[src/design/rmeu_pkg.sv]
// ----------------------------------------------------------------------------
// rmeu_pkg
// Shared types and constants of the register machine execute unit: command
// codes, the classified item that passes from front to back, and the result.
// ----------------------------------------------------------------------------
package rmeu_pkg;

   localparam int WordWidth   = 16;
   localparam int RegIdxWidth = 3;
   localparam int FrontDepth  = 4;
   localparam int OutDepth    = 2;

   typedef enum logic [3:0] {
      CMD_LOAD   = 4'd0,
      CMD_MOV    = 4'd1,
      CMD_ADD    = 4'd2,
      CMD_SUB    = 4'd3,
      CMD_MUL    = 4'd4,
      CMD_HALT   = 4'd5,
      CMD_LOADM  = 4'd6,
      CMD_STOREM = 4'd7,
      CMD_CMP    = 4'd8,
      CMD_PUSH   = 4'd9,
      CMD_JMP    = 4'd10,
      CMD_JZ     = 4'd11,
      CMD_POP    = 4'd12,
      CMD_CALL   = 4'd13,
      CMD_RET    = 4'd14
   } cmd_type;

   // classified instruction, register indexes already wrapped to the file size
   typedef struct packed {
      cmd_type                cmd;
      logic [RegIdxWidth-1:0] ra;
      logic [RegIdxWidth-1:0] rb;
      logic [WordWidth-1:0]   operand;
      logic [WordWidth-1:0]   mem_addr;  // operand wrapped to the memory size
      logic                   mem_rd;    // reads data memory
      logic                   use_sp;    // memory read goes to the stack top
   } dec_item_type;

   typedef struct packed {
      logic         valid;
      dec_item_type item;
   } front_out_type;

   typedef struct packed {
      logic [WordWidth-1:0] written_value;
      logic [WordWidth-1:0] program_counter;
      logic [WordWidth-1:0] stack_pointer;
      logic                 zero_flag;
      logic                 halted_flag;
   } rsp_item_type;

endpackage

[src/design/rmeu_fifo.sv]
// ----------------------------------------------------------------------------
// rmeu_fifo
// Small register-based queue with fill level.
// ----------------------------------------------------------------------------
module rmeu_fifo #(
   parameter int WIDTH = 8,
   parameter int DEPTH = 4
) (
   input  logic                       clock,
   input  logic                       reset,
   input  logic                       push,
   input  logic [WIDTH-1:0]           push_data,
   input  logic                       pop,
   output logic [WIDTH-1:0]           pop_data,
   output logic                       empty,
   output logic                       full,
   output logic [$clog2(DEPTH+1)-1:0] level
);

   localparam int PtrWidth   = $clog2(DEPTH);
   localparam int LevelWidth = $clog2(DEPTH + 1);
   localparam logic [PtrWidth-1:0]   LastPtr   = PtrWidth'(DEPTH - 1);
   localparam logic [LevelWidth-1:0] FullLevel = LevelWidth'(DEPTH);

   logic [WIDTH-1:0]      entry_ff [DEPTH];
   logic [PtrWidth-1:0]   wr_ptr_ff, wr_ptr_in;
   logic [PtrWidth-1:0]   rd_ptr_ff, rd_ptr_in;
   logic [LevelWidth-1:0] level_ff, level_in;
   logic                  do_push, do_pop;

   assign empty    = (level_ff == '0);
   assign full     = (level_ff == FullLevel);
   assign level    = level_ff;
   assign pop_data = entry_ff[rd_ptr_ff];
   assign do_push  = push && !full;
   assign do_pop   = pop && !empty;

   // advance pointers and level
   always_comb begin
      wr_ptr_in = wr_ptr_ff;
      rd_ptr_in = rd_ptr_ff;
      level_in  = level_ff;
      if (do_push) begin
         wr_ptr_in = (wr_ptr_ff == LastPtr) ? '0 : wr_ptr_ff + 1'b1;
      end
      if (do_pop) begin
         rd_ptr_in = (rd_ptr_ff == LastPtr) ? '0 : rd_ptr_ff + 1'b1;
      end
      if (do_push && !do_pop) begin
         level_in = level_ff + 1'b1;
      end else if (do_pop && !do_push) begin
         level_in = level_ff - 1'b1;
      end
   end

   always_ff @(posedge clock) begin
      if (reset) begin
         wr_ptr_ff <= '0;
         rd_ptr_ff <= '0;
         level_ff  <= '0;
      end else begin
         wr_ptr_ff <= wr_ptr_in;
         rd_ptr_ff <= rd_ptr_in;
         level_ff  <= level_in;
      end
   end

   // hold payload
   always_ff @(posedge clock) begin
      if (do_push) begin
         entry_ff[wr_ptr_ff] <= push_data;
      end
   end

endmodule

[src/design/rmeu_front.sv]
// ----------------------------------------------------------------------------
// rmeu_front
// Accepts instructions, wraps register indexes and the memory address to the
// configured sizes, classifies memory use and queues the result for the back.
// ----------------------------------------------------------------------------
module rmeu_front #(
   parameter int REG_COUNT = 8,
   parameter int MEM_WORDS = 4096
) (
   input  logic                   clock,
   input  logic                   reset,
   input  logic                   push,
   output logic                   full,
   input  logic [3:0]             req_command,
   input  logic [2:0]             req_first_reg,
   input  logic [2:0]             req_second_reg,
   input  logic [15:0]            req_operand_word,
   input  logic                   item_take,
   output rmeu_pkg::front_out_type front_out
);

   import rmeu_pkg::*;

   localparam int LevelWidth = $clog2(FrontDepth + 1);
   localparam int SumWidth   = LevelWidth + 1;
   localparam int ItemWidth  = $bits(dec_item_type);
   localparam longint unsigned Recip = (64'd1 << 32) / MEM_WORDS;

   logic                  accept;
   dec_item_type          s1_item_ff, s1_item_in;
   logic                  s1_valid_ff;
   logic [15:0]           s1_quot_ff, s1_quot_in;
   logic [47:0]           recip_prod;
   logic [31:0]           quot_times_words;
   logic [31:0]           addr_rem;
   dec_item_type          push_item;
   logic [ItemWidth-1:0]  head_bits;
   logic                  fifo_empty, fifo_full;
   logic [LevelWidth-1:0] fifo_level;

   // wrap a register index to the register file size
   function automatic logic [RegIdxWidth-1:0] reg_wrap(input logic [RegIdxWidth-1:0] idx);
      logic [4:0] v;
      v = {2'b00, idx};
      for (int i = 0; i < 4; i++) begin
         if (v >= 5'(REG_COUNT)) begin
            v = v - 5'(REG_COUNT);
         end
      end
      return v[RegIdxWidth-1:0];
   endfunction

   // reserve queue room for the item in flight
   assign full   = ({1'b0, fifo_level} + SumWidth'(s1_valid_ff)) >= SumWidth'(FrontDepth);
   assign accept = push && !full;

   // classify and start the address reduction
   always_comb begin
      s1_item_in          = '0;
      s1_item_in.cmd      = cmd_type'(req_command);
      s1_item_in.ra       = reg_wrap(req_first_reg);
      s1_item_in.rb       = reg_wrap(req_second_reg);
      s1_item_in.operand  = req_operand_word;
      unique case (cmd_type'(req_command)) inside
         CMD_LOADM: begin
            s1_item_in.mem_rd = 1'b1;
         end
         CMD_POP, CMD_RET: begin
            s1_item_in.mem_rd = 1'b1;
            s1_item_in.use_sp = 1'b1;
         end
         default: begin
            s1_item_in.mem_rd = 1'b0;
         end
      endcase
      recip_prod = 48'(req_operand_word) * 48'(Recip);
      s1_quot_in = recip_prod[47:32];
   end

   always_ff @(posedge clock) begin
      if (reset) begin
         s1_valid_ff <= 1'b0;
      end else begin
         s1_valid_ff <= accept;
      end
   end

   always_ff @(posedge clock) begin
      if (accept) begin
         s1_item_ff <= s1_item_in;
         s1_quot_ff <= s1_quot_in;
      end
   end

   // finish the reduction: quotient estimate is low by at most one
   always_comb begin
      quot_times_words = 32'(s1_quot_ff) * 32'(MEM_WORDS);
      addr_rem         = 32'(s1_item_ff.operand) - quot_times_words;
      if (addr_rem >= 32'(MEM_WORDS)) begin
         addr_rem = addr_rem - 32'(MEM_WORDS);
      end
      push_item          = s1_item_ff;
      push_item.mem_addr = addr_rem[15:0];
   end

   rmeu_fifo #(
      .WIDTH (ItemWidth),
      .DEPTH (FrontDepth)
   ) u_queue (
      .clock     (clock),
      .reset     (reset),
      .push      (s1_valid_ff),
      .push_data (push_item),
      .pop       (item_take),
      .pop_data  (head_bits),
      .empty     (fifo_empty),
      .full      (fifo_full),
      .level     (fifo_level)
   );

   assign front_out.valid = !fifo_empty;
   assign front_out.item  = dec_item_type'(head_bits);

`ifndef SYNTHESIS
   a_queue_credit: assert property (@(posedge clock) disable iff (reset)
      s1_valid_ff |-> !fifo_full)
      else $error("front queue overflow");
`endif

endmodule

[config.mk]
export PLATFORM = sky130hd
export DESIGN_NAME = rmeu_front
export DESIGN_NICKNAME = d
export VERILOG_FILES = /design/src/design/rmeu_pkg.sv /design/src/design/rmeu_fifo.sv /design/src/design/rmeu_front.sv
export SDC_FILE = /design/constraint.sdc
export NUM_CORES = 1
export LEC_CHECK = 0
export BUFFER_PORTS_ARGS = -buffer_cell sky130_fd_sc_hd__buf_2
export CAP_MARGIN = 25
export CORE_UTILIZATION = 50
export CTS_BUF_LIST = sky130_fd_sc_hd__clkbuf_4
export DETAILED_ROUTE_END_ITERATION = 10
export GPL_ROUTABILITY_DRIVEN = 0
export HOLD_SLACK_MARGIN = 0.08
export PLACE_DENSITY = 0.67
export SKIP_LAST_GASP = 1
export SLEW_MARGIN = 20
export SYNTH_ARGS = -nofsm -noshare
export SYNTH_HDL_FRONTEND = slang
export SYNTH_SLANG_ARGS = --single-unit
[constraint.sdc]
create_clock -name clock -period 5.5 [get_ports clock]
set_clock_uncertainty 0.2 [all_clocks]
set_input_delay 1.1 -clock clock [delete_from_list [all_inputs] [get_ports clock]]
set_output_delay 1.1 -clock clock [all_outputs]
set_load 0.1 [all_outputs]
==> summary.md, run 1 <==
| Metric | Value |
|---|---|
| Status | `completed` |
| Largest net degree at the start of global routing | `30` |
| Syn Std Cell Area | `5610 um2` |
| H-Tree Depth | `4` |
| Tmin final | `roughly 3.6 ns` |
| Detail Route Antenna Nets | `0` |
| Synth warn | `0` |
| Rel. slew slack | `0.470` |
| Worst reg-to-reg path cell count | `8` |
| TritonRoute pass-1 iters | `4` |
| DRC Markers | `0` |
| Slew Viols, Final | `0` |
| Synth cell types | `30` |
| Yosys reg bits | `150` |
| Starting Density | `0.515` |
| Critical Path Source Type | `flip-flop` |
| Final setup viols | `0` |
| Crit. End Element | `primary output` |
| Yosys top cell area share | `0.750` |
| Row count | `38` |
| Initial antenna violation count | `0` |
| Layout cells sized above 1 | `0.385` |
| I/O Buffers | `71` |
| Seq/Total Area, Yosys | `0.786` |
| Placed Instances | `438` |
| Drt first-iter violations | `between 100 and 150` |
| Vias | `2443` |
| Worst-Skew Late Latency | `roughly 0.53 ns` |
| CTS Sinks | `150` |
| Clock slew at reported path FFs | `0.11 ns` |
| CP Class | `reg -> out` |
| Setup tns final | `0 ns` |
| Worst hold path depth | `0` |
| # resized after CTS | `0` |
| Post-CTS Setup Bufs | `0` |
| Area of the multi-input gates | `1010 um2` |
| Total die area | `11600 um2` |
| RSZ-0062 raised after global routing | `false` |
| Die Wd | `108 um` |
| Grt total ovfl | `0` |
| Bufs on Longest Clock Path | `2` |
| Top cells by area, synth | `edfxtp_1 75%, mux4_2 8.0%, mux4_1 3.8%, dfxtp_1 3.6%, buf_4 2.1%` |
| CTS Buf Count | `17` |
| First-pass GRT wire length | `13300 um` |
| Fmax | `between 200 and 300 MHz` |
| Cells after Synth | `246` |
| Number of global-route vias before repair | `2514` |
| Area leader, netlist | `edfxtp_1` |
| Ant diodes | `0` |
| CTS hold repair buffers | `0` |
| IO Pins | `76` |
| Number of max-cap violations | `0` |
| Worst EP arrival | `about 2.3 ns` |
| Hold Violations, Final | `0` |
| Storage element area | `4410 um2` |
| Root buf cell | `clkbuf_4` |
| DR WL/cell | `18.3 um` |
| Syn avg cell area | `between 20 and 25 um2` |
| Area grow syn2layout | `12.5%` |
| Worst hold path class | `reg -> reg` |
| Final Cycle Share | `0.655` |
| Placeable Area | `10900 um2` |
| Final wirelength | `8600 um` |
| Drt via density | `around 5.2` |
| Fillers | `810` |
| Worst EP required | `~4.2 ns` |
| Die Span Y | `108 um` |
| GRT Util Overall | `0.167` |
| Fin cells | `between 400 and 500` |
| Final net count | `between 300 and 400` |
| Transition time of the tightest slew-check pin | `0.795 ns` |
| CP Max Fanout | `18` |
| CTS tree | `done` |
[worst max-delay path: stages (launching register included)]
cell and delay (ns):
dfxtp_2 0.60, buf_12 0.25, mux4_1 0.60, buf_2 0.32
[metrics by stage]
stage,util,hold slack (ns),worst slack [ns],area (um2)
6_report,0.579,0.305,1.90,6310
4_1_cts,0.578,0.308,1.50,6290
5_1_grt,0.579,0.313,1.73,6310
2_1_floorplan,-,0.259,2.30,5620
3_3_place_gp,0.548,0.272,2.15,5970
3_5_place_dp,0.548,0.283,2.12,5970
[cells by family (layout without fill, tap and decap cells)]
group	count (synthesis)	in the layout	share of synthesized area
flops	150	150	0.786
mux	32	32	0.125
buf+inv	27	108	0.0366
simple gates	21	21	0.0208
fa+ha+maj	7	7	0.0170
compound gates	6	6	0.0109
xor+xnor	2	2	0.00313
other cells	1	4	0.000669
[final cells by class]
cell class,instances,area share
flip-flops and latches,150,0.698
clock inverters,14,0.0299
multi-input cells,72,0.161
clock buffers,17,0.0202
inverters,4,0.00238
well taps,140,0.0278
repair buffers,73,0.0607
[placed cells by master (no fill, tap or decap), types with 2 or more instances in the layout]
| cell | instances |
|---|---|
| nor2_1 | 6 |
| ha_1 | 6 |
| clkinv_2 | 4 |
| mux2i_1 | 3 |
| nand2b_1 | 2 |
| clkbuf_4 | 17 |
| dfxtp_1 | 9 |
| clkinv_1 | 5 |
| xor2_1 | 2 |
| conb_1 | 4 |
| or3_1 | 3 |
| a21oi_1 | 2 |
| mux4_2 | 20 |
| edfxtp_1 | 140 |
| inv_1 | 4 |
| buf_2 | 71 |
| bufinv_16 | 5 |
| mux4_1 | 8 |
| and2_2 | 5 |
[cell usage after synthesis]
master    number
xor2_1         2
or3_1          3
mux2_1         1
mux4_2        20
a31oi_1        1
a21boi_4       1
buf_6          1
ha_1           6
buf_4         16
mux4_1         8
inv_1          4
edfxtp_1     140
nor2b_1        1
and3b_1        1
buf_2          3
nor2_1         6
nand2_1        1
a21oi_1        2
buf_12         2
conb_1         1
clkbuf_1       1
mux2i_1        3
nand2b_1       2
o31ai_4        1
nor3b_1        1
dfxtp_1       10
nor3_1         1
o21ai_0        1
and2_1         5
fa_1           1
[state kept, by name, indices dropped and copies added, names as in the netlist, named ones only]
register,flops
s1_valid_ff,1
u_queue.rd_ptr_ff,2
push_item,28
u_queue.level,3
u_queue.entry_ff,112
u_queue.wr_ptr_ff,2
[final timing paths]
check | start | endpoint | slack, ns
setup / recovery | flip-flop | front_out[36] | 1.90
hold / removal | push_item[23]$_DFFE_PP_ | u_queue.entry_ff[1][23]$_DFFE_PP_ | 0.31
setup reg to reg | u_queue.level[0]$_SDFFE_PP0P_ | u_queue.level[2]$_SDFFE_PP0P_ | 3.07
hold reg to reg | push_item[23]$_DFFE_PP_ | u_queue.entry_ff[1][23]$_DFFE_PP_ | 0.31
[metal layers]
metal,global-route usage,routed length (um)
met1,0.210,3740
met2,0.266,4260
met3,0.0515,431
met4,0.0822,162
met5,0,0
Power of run 1 is not shown: default switching activity piles up to over one toggle a cycle in this logic, so the estimate is an artifact.
==> run 2, diff against run 1 <==
==> constraint.sdc (replaced) <==
create_clock -name clock -period 3.6 [get_ports clock]
set_clock_uncertainty 0.2 [all_clocks]
set_input_delay 0.72 -clock clock [delete_from_list [all_inputs] [get_ports clock]]
set_output_delay 0.72 -clock clock [all_outputs]
set_load 0.1 [all_outputs]
==> run 2 against run 1 <==
Die area did not move. Flip-flop and latch count did not move. Critical path type unchanged. Worst hold slack got worse by 0.14 ns. Wire length rose by 1.9%. Non-clock buffer count rose by 1.
==> summary.md, run 2 (synthesis gave the netlist of run 1 again) <==
| Metric | Value |
|---|---|
| Area of the multi-input gates | `1010 um2 (unchanged)` |
| Final wirelength | `8760 um (+1.9%)` |
| CP Max Fanout | `16 (-2)` |
| Total die area | `11600 um2 (unchanged)` |
| First-pass GRT wire length | `13300 um (+0.26%)` |
| Fillers | `829 (+2.3%)` |
| RSZ-0062 raised after global routing | `false` |
| CP bufs+invs | `2 (unchanged)` |
| Fin cells | `472 (+0.43%)` |
| CTS tree | `done` |
| Final Cycle Share | `0.920` |
| Critical path depth in cells | `3 (unchanged)` |
| Row count | `38 (unchanged)` |
| Met2 WL | `4380 um (+2.8%)` |
| # resized after CTS | `0 (unchanged)` |
| Fmax | `302 MHz` |
| Status | `completed` |
| Worst path cell trace | `buf_4, mux4_1, buf_2` |
| Worst hold path depth | `1 (+1)` |
| Worst EP required | `2.68 ns (-1.52 ns)` |
| I/O Buffers | `71 (unchanged)` |
| Max reg flops | `112 (unchanged)` |
| Storage element area | `4410 um2 (unchanged)` |
| Placed Instances | `440 (+0.46%)` |
| CTS hold repair buffers | `0 (unchanged)` |
| Hold endpoint | `push_item[34]$_DFFE_PP_` |
| Uppermost routed layer | `met4` |
| Layout cells sized above 1 | `0.401 (+0.0158)` |
| Clock slew at reported path FFs | `0.12 ns (about the same)` |
| Final net count | `356 (+0.28%)` |
| Die Span Y | `108 um (unchanged)` |
| CTS Sinks | `150 (unchanged)` |
| DR WL/cell | `18.6 um (+1.5%)` |
| Initial antenna violation count | `0 (unchanged)` |
| Drt via density | `5.35 (+2.8%)` |
| Worst reg2reg setup slack | `1.14 ns (-1.93 ns)` |
| CTS Buf Count | `17 (unchanged)` |
| CP Class | `reg -> out` |
| RR Endpoint | `u_queue.level[2]$_SDFFE_PP0P_` |
| Commonest non-fill, non-tap cell in the layout | `edfxtp_1` |
| Met1 wire length | `3820 um (+2.1%)` |
| Worst reg-to-reg path cell count | `8 (unchanged)` |
| HP Start | `req_second_reg[0]` |
| GRT Util Overall | `0.166 (-0.00153)` |
| Hold Violations, Final | `0 (unchanged)` |
| Tmin final | `3.31 ns` |
| Dpl hpwl | `5140 um` |
| Transition time of the tightest slew-check pin | `0.808 ns (+0.0138 ns)` |
| Area grow syn2layout | `12.0%` |
| Die Wd | `108 um (unchanged)` |
| Metal3 WL | `426 um (-1.2%)` |
| Largest net degree at the start of global routing | `30 (unchanged)` |
| Detail Route Antenna Nets | `0 (unchanged)` |
| Starting Density | `0.515 (unchanged)` |
| Worst-Skew Late Latency | `0.52 ns (about the same)` |
| Delay-heaviest family, CP | `flip-flops` |
| Worst EP arrival | `2.39 ns (+0.09 ns)` |
| Worst hold path class | `in -> reg` |
| Top reg by flops | `u_queue.entry_ff` |
| Grt total ovfl | `0 (unchanged)` |
| H-Tree Depth | `4 (unchanged)` |
| Final setup viols | `0 (unchanged)` |
| RR Startpoint | `u_queue.level[0]$_SDFFE_PP0P_` |
| DRC Markers | `0 (unchanged)` |
| Critical Path Source Type | `flip-flop` |
| Root buf cell | `clkbuf_4` |
| TritonRoute pass-1 iters | `4 (unchanged)` |
| Number of max-cap violations | `0 (unchanged)` |
| Drt first-iter violations | `111 (+3.7%)` |
| IO Pins | `76 (unchanged)` |
| Critical-path top delay cell | `dfxtp_2` |
| Slew Viols, Final | `0 (unchanged)` |
| Placeable Area | `10900 um2 (unchanged)` |
| Post-CTS Setup Bufs | `0 (unchanged)` |
| Number of global-route vias before repair | `2617 (+4.1%)` |
| Vias | `2523 (+3.3%)` |
| Ant diodes | `0 (unchanged)` |
| Setup tns final | `0 ns (unchanged)` |
| Rel. slew slack | `0.461 (-0.00922)` |
| Critical path's largest stage delay | `0.69 ns (+0.09 ns)` |
| Most frequent cells in the layout | `140 x edfxtp_1, 71 x buf_2, 20 x mux4_2, 17 x clkbuf_4, 9 x dfxtp_1` |
| Crit. End Element | `primary output` |
| Bufs on Longest Clock Path | `2 (unchanged)` |
-- run 2: per-layer routing --
| layer | global-route usage | vias to the layer above |
|---|---|---|
| li1 | - | 1128 |
| met1 | 0.206 | 1313 |
| met2 | 0.269 | 70 |
| met3 | 0.0478 | 12 |
| met5 | 0 | - |
| met4 | 0.0793 | 0 |
-- run 2: through the flow --
step | setup slack, ns | util | hold WS [ns] | instance area [um2]
3_3_place_gp | 0.779 | 0.550 | 0.270 | 5990
2_1_floorplan | 0.780 | - | 0.259 | 5620
6_report | 0.287 | 0.576 | 0.166 | 6280
5_1_grt | 0.117 | 0.576 | 0.116 | 6280
4_1_cts | 0.178 | 0.576 | 0.116 | 6280
3_5_place_dp | 0.793 | 0.550 | 0.285 | 5990
-- run 2: final cells by class --
cell class                      count  area share
Clock buffer                       17      0.0203
Multi-Input combinational cell     72       0.161
Inverter                            4     0.00239
Timing Repair Buffer               74      0.0602
Sequential cell                   150       0.702
Clock inverter                     15      0.0257
Tap cell                          140      0.0279
-- run 2: how the worst max path moves through the flow --
stage / end / start
floorplan: front_out[29] / flip-flop
global placement: front_out[36] / flip-flop
detailed placement: front_out[1] / flip-flop
CTS: front_out[1] / flip-flop
global route: front_out[36] / flip-flop
finish: front_out[36] / flip-flop
Power of run 2 is left out for the same reason.
